==> config.mk <==
export PLATFORM = sky130hd
export DESIGN_NAME = rational_arithmetic_unit
export DESIGN_NICKNAME = d
export VERILOG_FILES = /design/src/rau_pkg.sv /design/src/rau_datapath.sv /design/src/rau_ctrl.sv /design/src/rational_arithmetic_unit.sv
export SDC_FILE = /design/constraint.sdc
export NUM_CORES = 2
export LEC_CHECK = 0
export ABC_AREA = 1
export BUFFER_PORTS_ARGS = -buffer_cell sky130_fd_sc_hd__buf_2
export CORE_ASPECT_RATIO = 1.2
export CORE_MARGIN = 8
export CORE_UTILIZATION = 25
export DETAILED_ROUTE_END_ITERATION = 10
export PLACE_DENSITY = 0.37
export SETUP_SLACK_MARGIN = 0.15
export SYNTH_ARGS = -nofsm -noshare
export SYNTH_HDL_FRONTEND = slang
export SYNTH_SLANG_ARGS = --single-unit
==> constraint.sdc <==
create_clock -name aclk -period 26.2 [get_ports aclk]
set_input_delay 2.62 -clock aclk [delete_from_list [all_inputs] [get_ports aclk]]
set_output_delay 2.62 -clock aclk [all_outputs]
set_load 0.03 [all_outputs]
==> src/rau_pkg.sv <==
// Shared types and constants for the rational arithmetic unit.
`timescale 1ns / 1ps

package rau_pkg;

    localparam int OPERAND_BITS_DEF = 16;

    // operation codes
    localparam logic [1:0] OP_ADD = 2'd0;
    localparam logic [1:0] OP_SUB = 2'd1;
    localparam logic [1:0] OP_MUL = 2'd2;
    localparam logic [1:0] OP_DIV = 2'd3;

    typedef enum logic [2:0] {
        ST_IDLE,
        ST_PROD,
        ST_FORM,
        ST_GCD,
        ST_QNUM,
        ST_QDEN,
        ST_DONE
    } rau_state_t;

    // controller to datapath
    typedef struct packed {
        logic load;
        logic prod;
        logic form;
        logic gcd_step;
        logic div_start;
        logic div_step;
        logic div_sel_den;
        logic take_num;
        logic take_den;
    } rau_cmd_t;

    // datapath to controller
    typedef struct packed {
        logic bad;
        logic gcd_done;
        logic div_done;
    } rau_stat_t;

endpackage

==> src/rau_datapath.sv <==
// Datapath: products, sign handling, Euclidean GCD and exact division.
`timescale 1ns / 1ps

module rau_datapath #(
    parameter int OPERAND_BITS = rau_pkg::OPERAND_BITS_DEF
) (
    input  logic                        aclk,
    input  rau_pkg::rau_cmd_t           cmd,
    output rau_pkg::rau_stat_t          stat,
    input  logic [1:0]                  op_in,
    input  logic [OPERAND_BITS-1:0]     a_num_in,
    input  logic [OPERAND_BITS-1:0]     a_den_in,
    input  logic [OPERAND_BITS-1:0]     b_num_in,
    input  logic [OPERAND_BITS-1:0]     b_den_in,
    output logic [2*OPERAND_BITS:0]     result_num,
    output logic [2*OPERAND_BITS-2:0]   result_den,
    output logic                        error
);
    import rau_pkg::*;

    localparam int N  = OPERAND_BITS;
    localparam int W  = 2 * N;            // magnitude width of products
    localparam int CW = $clog2(W + 1);

    logic [1:0]   op_reg;
    logic [N-1:0] an_reg, ad_reg, bn_reg, bd_reg;
    logic         ans_reg, ads_reg, bns_reg, bds_reg;
    logic [W-1:0] p1_reg, p2_reg, pd_reg;
    logic [W-1:0] num_reg, den_reg;
    logic         nums_reg;
    logic [W-1:0] ga_reg, gb_reg;
    logic [W-1:0] rem_reg, quo_reg, dvd_reg;
    logic [CW-1:0] cnt_reg;
    logic [W:0]   out_num_reg;
    logic [W-2:0] out_den_reg;
    logic         err_reg;

    logic         an_s, ad_s, bn_s, bd_s;
    logic [N-1:0] an_m, ad_m, bn_m, bd_m;
    logic         in_bad;

    // sign and magnitude of the inputs
    always_comb begin
        an_s = a_num_in[N-1];
        ad_s = a_den_in[N-1];
        bn_s = b_num_in[N-1];
        bd_s = b_den_in[N-1];
        an_m = an_s ? (~a_num_in + 1'b1) : a_num_in;
        ad_m = ad_s ? (~a_den_in + 1'b1) : a_den_in;
        bn_m = bn_s ? (~b_num_in + 1'b1) : b_num_in;
        bd_m = bd_s ? (~b_den_in + 1'b1) : b_den_in;
        in_bad = (ad_m == '0) || (bd_m == '0) || (op_in == OP_DIV && bn_m == '0);
    end

    // operand after subtract/divide rewriting
    logic         e_bns, e_bds;
    logic [N-1:0] e_bn, e_bd;
    always_comb begin
        e_bns = bn_s;
        e_bds = bd_s;
        e_bn  = bn_m;
        e_bd  = bd_m;
        case (op_in)
            OP_SUB: e_bns = ~bn_s;
            OP_DIV: begin
                e_bns = bd_s;
                e_bds = bn_s;
                e_bn  = bd_m;
                e_bd  = bn_m;
            end
            default: ;
        endcase
    end

    // raw fraction from the products
    logic [W-1:0] f_num;
    logic         f_nums;
    logic         s1, s2;
    always_comb begin
        s1 = ans_reg ^ bds_reg;
        s2 = bns_reg ^ ads_reg;
        if (op_reg == OP_ADD || op_reg == OP_SUB) begin
            if (s1 == s2) begin
                f_num  = p1_reg + p2_reg;
                f_nums = s1;
            end else if (p1_reg >= p2_reg) begin
                f_num  = p1_reg - p2_reg;
                f_nums = s1;
            end else begin
                f_num  = p2_reg - p1_reg;
                f_nums = s2;
            end
        end else begin
            f_num  = p1_reg;
            f_nums = ans_reg ^ bns_reg;
        end
        if (ads_reg ^ bds_reg) f_nums = ~f_nums;
        if (f_num == '0) f_nums = 1'b0;
    end

    // one restoring division step shared by GCD remainder and reductions
    logic [W:0]   trial;
    logic [W-1:0] rem_shift;
    logic         q_bit;
    always_comb begin
        rem_shift = {rem_reg[W-2:0], dvd_reg[W-1]};
        trial     = {rem_reg, dvd_reg[W-1]} - {1'b0, gb_reg};
        q_bit     = ~trial[W];
    end

    always_ff @(posedge aclk) begin
        if (cmd.load) begin
            op_reg  <= op_in;
            an_reg  <= an_m;
            ad_reg  <= ad_m;
            bn_reg  <= e_bn;
            bd_reg  <= e_bd;
            ans_reg <= an_s;
            ads_reg <= ad_s;
            bns_reg <= e_bns;
            bds_reg <= e_bds;
            err_reg <= in_bad;
        end
        if (cmd.prod) begin
            p1_reg <= (op_reg == OP_ADD || op_reg == OP_SUB)
                      ? W'(an_reg * bd_reg) : W'(an_reg * bn_reg);
            p2_reg <= W'(bn_reg * ad_reg);
            pd_reg <= W'(ad_reg * bd_reg);
        end
        if (cmd.form) begin
            num_reg  <= f_num;
            nums_reg <= f_nums;
            den_reg  <= pd_reg;
            ga_reg   <= f_num;
            gb_reg   <= pd_reg;
            rem_reg  <= '0;
            dvd_reg  <= f_num;
            cnt_reg  <= CW'(W);
        end
        // GCD: a serial remainder pass per Euclid step
        if (cmd.gcd_step) begin
            if (cnt_reg != '0) begin
                rem_reg <= q_bit ? trial[W-1:0] : rem_shift;
                dvd_reg <= {dvd_reg[W-2:0], 1'b0};
                cnt_reg <= cnt_reg - 1'b1;
            end else begin
                ga_reg  <= gb_reg;
                gb_reg  <= rem_reg;
                rem_reg <= '0;
                dvd_reg <= gb_reg;
                cnt_reg <= CW'(W);
            end
        end
        if (cmd.div_start) begin
            gb_reg  <= ga_reg;
            rem_reg <= '0;
            quo_reg <= '0;
            dvd_reg <= cmd.div_sel_den ? den_reg : num_reg;
            cnt_reg <= CW'(W);
        end
        if (cmd.div_step) begin
            rem_reg <= q_bit ? trial[W-1:0] : rem_shift;
            dvd_reg <= {dvd_reg[W-2:0], 1'b0};
            quo_reg <= {quo_reg[W-2:0], q_bit};
            cnt_reg <= cnt_reg - 1'b1;
        end
        if (cmd.take_num) begin
            out_num_reg <= nums_reg ? (~{1'b0, quo_reg} + 1'b1) : {1'b0, quo_reg};
        end
        if (cmd.take_den) begin
            out_den_reg <= quo_reg[W-2:0];
        end
    end

    assign stat.bad      = err_reg;
    assign stat.gcd_done = (gb_reg == '0);
    assign stat.div_done = (cnt_reg == '0);

    assign result_num = err_reg ? '0 : out_num_reg;
    assign result_den = err_reg ? (W-1)'(1) : out_den_reg;
    assign error      = err_reg;

endmodule

==> src/rau_ctrl.sv <==
// Controller state machine sequencing one transaction through the datapath.
`timescale 1ns / 1ps

module rau_ctrl (
    input  logic                aclk,
    input  logic                aresetn,
    input  logic                in_fire,
    input  logic                out_fire,
    input  rau_pkg::rau_stat_t  stat,
    output rau_pkg::rau_cmd_t   cmd,
    output logic                busy,
    output logic                done
);
    import rau_pkg::*;

    rau_state_t state_reg, state_next;

    // advance state
    always_ff @(posedge aclk) begin
        if (!aresetn) state_reg <= ST_IDLE;
        else          state_reg <= state_next;
    end

    // next state
    always_comb begin
        state_next = state_reg;
        case (state_reg)
            ST_IDLE: if (in_fire) state_next = ST_PROD;
            ST_PROD: state_next = stat.bad ? ST_DONE : ST_FORM;
            ST_FORM: state_next = ST_GCD;
            ST_GCD:  if (stat.gcd_done) state_next = ST_QNUM;
            ST_QNUM: if (stat.div_done) state_next = ST_QDEN;
            ST_QDEN: if (stat.div_done) state_next = ST_DONE;
            ST_DONE: if (out_fire) state_next = ST_IDLE;
            default: state_next = ST_IDLE;
        endcase
    end

    // a flag marks the first cycle in each newly entered state, including each quotient pass
    logic first_reg, first_next;
    assign first_next = (state_next != state_reg);
    always_ff @(posedge aclk) begin
        if (!aresetn) first_reg <= 1'b0;
        else          first_reg <= first_next;
    end

    // outputs
    always_comb begin
        cmd = '0;
        busy = 1'b1;
        done = 1'b0;
        case (state_reg)
            ST_IDLE: begin
                busy = 1'b0;
                cmd.load = in_fire;
            end
            ST_PROD: cmd.prod = 1'b1;
            ST_FORM: cmd.form = 1'b1;
            ST_GCD:  cmd.gcd_step = ~stat.gcd_done;
            ST_QNUM: begin
                if (first_reg) begin
                    cmd.div_start = 1'b1;
                end else if (stat.div_done) begin
                    cmd.take_num    = 1'b1;
                    cmd.div_start   = 1'b1;
                    cmd.div_sel_den = 1'b1;
                end else begin
                    cmd.div_step = 1'b1;
                end
            end
            ST_QDEN: begin
                if (stat.div_done && !first_reg) cmd.take_den = 1'b1;
                else if (!first_reg) cmd.div_step = 1'b1;
                else cmd.div_step = 1'b1;
            end
            ST_DONE: done = 1'b1;
            default: ;
        endcase
    end

endmodule

==> src/rational_arithmetic_unit.sv <==
// Top level of the rational arithmetic unit: stream ports, controller, datapath.
//
//  channel | dir | tdata fields (low bit up)
//  s_axis  | in  | operation[1:0], a_num, a_den, b_num, b_den (OPERAND_BITS each)
//  m_axis  | out | result_num (2N+1), result_den (2N-1); tuser = error
//
// One transaction at a time. After acceptance a result passes through the
// product and fraction states, the Euclidean GCD passes and the numerator and
// denominator quotient passes of the bit-serial remainder unit before tvalid.
// Error cases go from the product state straight to tvalid. Once the result is
// taken, the controller returns to idle and the input opens again.
// Reset is synchronous, active low, and returns the controller to idle.
// A stalled result holds on m_axis until m_axis_tready.
`timescale 1ns / 1ps

module rational_arithmetic_unit #(
    parameter int OPERAND_BITS = rau_pkg::OPERAND_BITS_DEF
) (
    input  logic                                   aclk,
    input  logic                                   aresetn,
    input  logic                                   s_axis_tvalid,
    output logic                                   s_axis_tready,
    // operation, a_num, a_den, b_num, b_den, zero fill
    input  logic [((4*OPERAND_BITS+2+7)/8)*8-1:0]  s_axis_tdata,
    output logic                                   m_axis_tvalid,
    input  logic                                   m_axis_tready,
    // result_num, result_den
    output logic [4*OPERAND_BITS-1:0]              m_axis_tdata,
    // error
    output logic                                   m_axis_tuser
);
    import rau_pkg::*;

    localparam int N = OPERAND_BITS;

    rau_cmd_t  cmd;
    rau_stat_t stat;
    logic      busy, done;
    logic      in_fire, out_fire;
    logic [2*N:0]   res_num;
    logic [2*N-2:0] res_den;

    assign s_axis_tready = ~busy & aresetn;
    assign m_axis_tvalid = done;
    assign in_fire  = s_axis_tvalid & s_axis_tready;
    assign out_fire = m_axis_tvalid & m_axis_tready;

    rau_ctrl u_ctrl (
        .aclk     (aclk),
        .aresetn  (aresetn),
        .in_fire  (in_fire),
        .out_fire (out_fire),
        .stat     (stat),
        .cmd      (cmd),
        .busy     (busy),
        .done     (done)
    );

    rau_datapath #(.OPERAND_BITS(N)) u_dp (
        .aclk       (aclk),
        .cmd        (cmd),
        .stat       (stat),
        .op_in      (s_axis_tdata[1:0]),
        .a_num_in   (s_axis_tdata[2+N-1:2]),
        .a_den_in   (s_axis_tdata[2+2*N-1:2+N]),
        .b_num_in   (s_axis_tdata[2+3*N-1:2+2*N]),
        .b_den_in   (s_axis_tdata[2+4*N-1:2+3*N]),
        .result_num (res_num),
        .result_den (res_den),
        .error      (m_axis_tuser)
    );

    assign m_axis_tdata = {res_den, res_num};

    // result channel and input channel never both open
    a_excl: assert property (@(posedge aclk) disable iff (!aresetn)
        !(s_axis_tready && m_axis_tvalid))
        else $error("ready and valid together");

    // a result denominator is never zero
    a_den: assert property (@(posedge aclk) disable iff (!aresetn)
        m_axis_tvalid |-> (res_den != '0))
        else $error("zero denominator out");

    // an accepted transaction closes the input side next cycle
    a_busy: assert property (@(posedge aclk) disable iff (!aresetn)
        in_fire |=> !s_axis_tready)
        else $error("input stayed open");

endmodule

==> summary.md <==
| Metric | Value |
|---|---|
| Grt total ovfl | 0 |
| I/O pin cnt | about 140 |
| Die Ht | approximately 570 um |
| Crit Path Max Fanout | 17 |
| Max-Cap Viols | 0 |
| Register Area | 0.0133 mm2 |
| Crit path max-delay family | adder cells |
| Mean area per synthesized cell | about 7.6 um2 |
| Post-synth EDFFs | roughly 400 |
| Root buffer cell | clkbuf_16 |
| Synth warn | 0 |
| GR Util All Layers | between 15 and 20% |
| Inst Count DP | between 10000 and 15000 |
| IO Port Bufs | ~140 |
| Drt total wl | between 200 and 250 mm |
| FFs w/ async S/R, synth | 0% |
| DR vias/cell | approximately 4.4 |
| # nets final | between 9000 and 10000 |
| Fmax | ~130 MHz |
| Resized cells post-CTS | 0 |
| Antenna-violating nets left | 0 |
| Final cell count without fillers | ~12000 |
| GR Util met1 | 20.1% |
| CP endpoint kind | flop |
| Die W | around 480 um |
| Status | completed |
| Initial antenna violation count | 9 |
| Layout area overhead | 9.92% |
| First DRT Iteration DRCs | approximately 2900 |
| Required time worst endpoint | between 20000 and 30000 ps |
| Row count | just over 200 |
| Pins Over Slew Limit | 0 |
| Worst path slowest cell | edfxtp_1 |
| Largest stage delay on the critical path | approximately 1000 ps |
| Pre-antenna DRT Iters | 8 |
| # setup viols final | 0 |
| Clock sink total | about 470 |
| Hold Buf Count CTS | 0 |
| Flop2flop setup slack | 18770 ps |
| Setup ws final | around 19000 ps |
| Cell variety after synth | 64 |
| CP startpoint kind | flop |
| GRT met3 Usage | 1.61% |
| Total CTS buffers | 60 |
| First-pass GRT wire length | 350 mm |
| RSZ-0062 raised after global routing | no |
| Syn_nets | around 10000 |
| Setup CP Type | flop to flop |
| Share of post-route cells with drive strength above 1 | under 10% |
| Max H-tree Level | 2 |
| Core footprint | roughly 0.26 mm2 |
| Multi-input gate area | about 0.042 mm2 |
| DR WL/cell | 19.2 um |
| DRC viols | 0 |
| Post-synthesis register bit count | approximately 470 |
| Mapped Area | approximately 0.065 mm2 |
| DR vias | between 50000 and 60000 |
| Post-CTS Setup Inserts | 0 |
| DP Area | 0.0692 mm2 |
| Hpwl dp | 177 mm |
| Clk_skew | around 80 ps |
| Commonest non-fill, non-tap cells in the layout | nand2_1, inv_1, fa_1 |
| TNS Setup | 0 ps |
| DP Worst Slack | roughly 19000 ps |
| Largest register FFs | 33 |
| Mapped Cells | approximately 8600 |
| Worst Max-Slew Pin Slew | ~1300 ps |
| Routability cong. | roughly 0.9 |
| Largest net degree at the start of global routing | 67 |
| Critical Path, Cell by Cell | buf_4 > nand2_1 > inv_1 > fa_1 > inv_1 > fa_1 > fa_1 > inv_1 > ha_1 > fa_1 > fa_1 > ha_1 > nand2_1 > o21ai_0 > a21oi_1 > o21ai_0 > inv_1 > o21ai_0 > a21oi_1 > o21bai_1 > a21oi_1 > xnor2_1 |
| HP Class | flop to flop |
| Primary FF master, synth | edfxtp_1 |
| Vias in the first global route | roughly 56000 |
| Met2 usage | between 20% and 30% |
| Busiest layer in global routing | met2 |
| Tcrit/Tclk final | about 28% |
| Clk Latency, worst-skew pair | approximately 760 ps |
| FILL cells | roughly 29000 |
| CTS tree | done |
| Clock Path Buffers | 3 |
| Worst path most repeated cell | fa_1 |
| Slew HR | between 10% and 20% |
| Final Hold Viols | 0 |
| Crit path buf inv count | 5 |
| Tmin final | ~7400 ps |
| Clock slew at reported path FFs | approximately 60 ps |
| Crit path DAT | roughly 7800 ps |
| Die area | ~0.28 mm2 |
| Sequential-to-total area share from yosys stat | between 20% and 30% |
| Starting Density | 25.1% |
| Finished Cell Area | 0.0713 mm2 |
| Commonest non-fill, non-tap cell in the layout | nand2_1 |
final timing paths:
check / from / endpoint / cells after the start
worst min-delay path: u_dp.quo_reg[29] / u_dp.out_den_reg[29] / 0
worst max-delay path: u_dp.bn_reg[4] / u_dp.p2_reg[27] / 22
worst max register to register: u_dp.bn_reg[4] / u_dp.p2_reg[27] / 22
worst min register to register: u_dp.quo_reg[29] / u_dp.out_den_reg[29] / 0
stage by stage:
step           hold WS [ps]  utilization [%]
3_3_place_gp            435             26.7
2_1_floorplan           421                -
6_report                446             27.5
3_5_place_dp            435             26.7
4_1_cts                 443             27.5
5_1_grt                 452             27.5
Yosys cell counts, drive strengths merged (2+ instances only):
master | number | area, um2
a211oi | 7 | 52.6
xnor2 | 66 | 578
o22ai | 5 | 31.3
nor3 | 47 | 257
o221ai | 9 | 78.8
nand2 | 2372 | 8990
fa | 780 | 15600
xor2 | 147 | 1290
a21o | 20 | 150
o21ai | 283 | 1420
ha | 549 | 6870
nand3 | 228 | 1180
dfxtp | 69 | 1380
and3 | 2 | 12.5
nand3b | 6 | 45.0
and2 | 4 | 25.0
edfxtp | 396 | 11900
o31ai | 7 | 52.6
inv | 2095 | 7860
o21a | 6 | 45.0
clkinv | 7 | 26.3
a22oi | 2 | 15.0
buf | 57 | 372
a221oi | 5 | 43.8
nand4 | 50 | 313
a21boi | 9 | 67.6
o2111ai | 32 | 280
a21oi | 388 | 1970
nor2 | 497 | 1930
clkbuf | 277 | 1040
or2 | 11 | 68.8
o21bai | 26 | 199
o211ai | 6 | 55.1
a31oi | 81 | 507
nor4 | 26 | 163
logic make-up after synthesis:
family | after synthesis | synth area share (%)
AND/OR/NAND/NOR | 3244 | 20.0
buffers and inverters | 2436 | 14.3
adder cells (fa/ha/maj) | 1329 | 34.6
AO/OA/AOI/OAI | 889 | 7.69
flip-flops | 465 | 20.4
XOR/XNOR | 213 | 2.87
routing by layer:
layer | share of wire (%) | up-vias
met5 | 0.030 | -
met4 | 4.2 | 10
met3 | 3.3 | 305
met2 | 50 | 1006
met1 | 42 | 26195
li1 | - | 25824
final cells by class:
class                   instances  area share, %
repair buffers                232           1.96
flip-flops and latches        465           18.6
multi-input cells            5675           59.4
diodes                          5         0.0175
clock buffers                  70           2.17
clock inverters                44          0.793
well taps                    3415           5.99
inverters                    2102           11.1
Power is not shown: default switching activity piles up to over one toggle a cycle in this logic, so the estimate is an artifact.
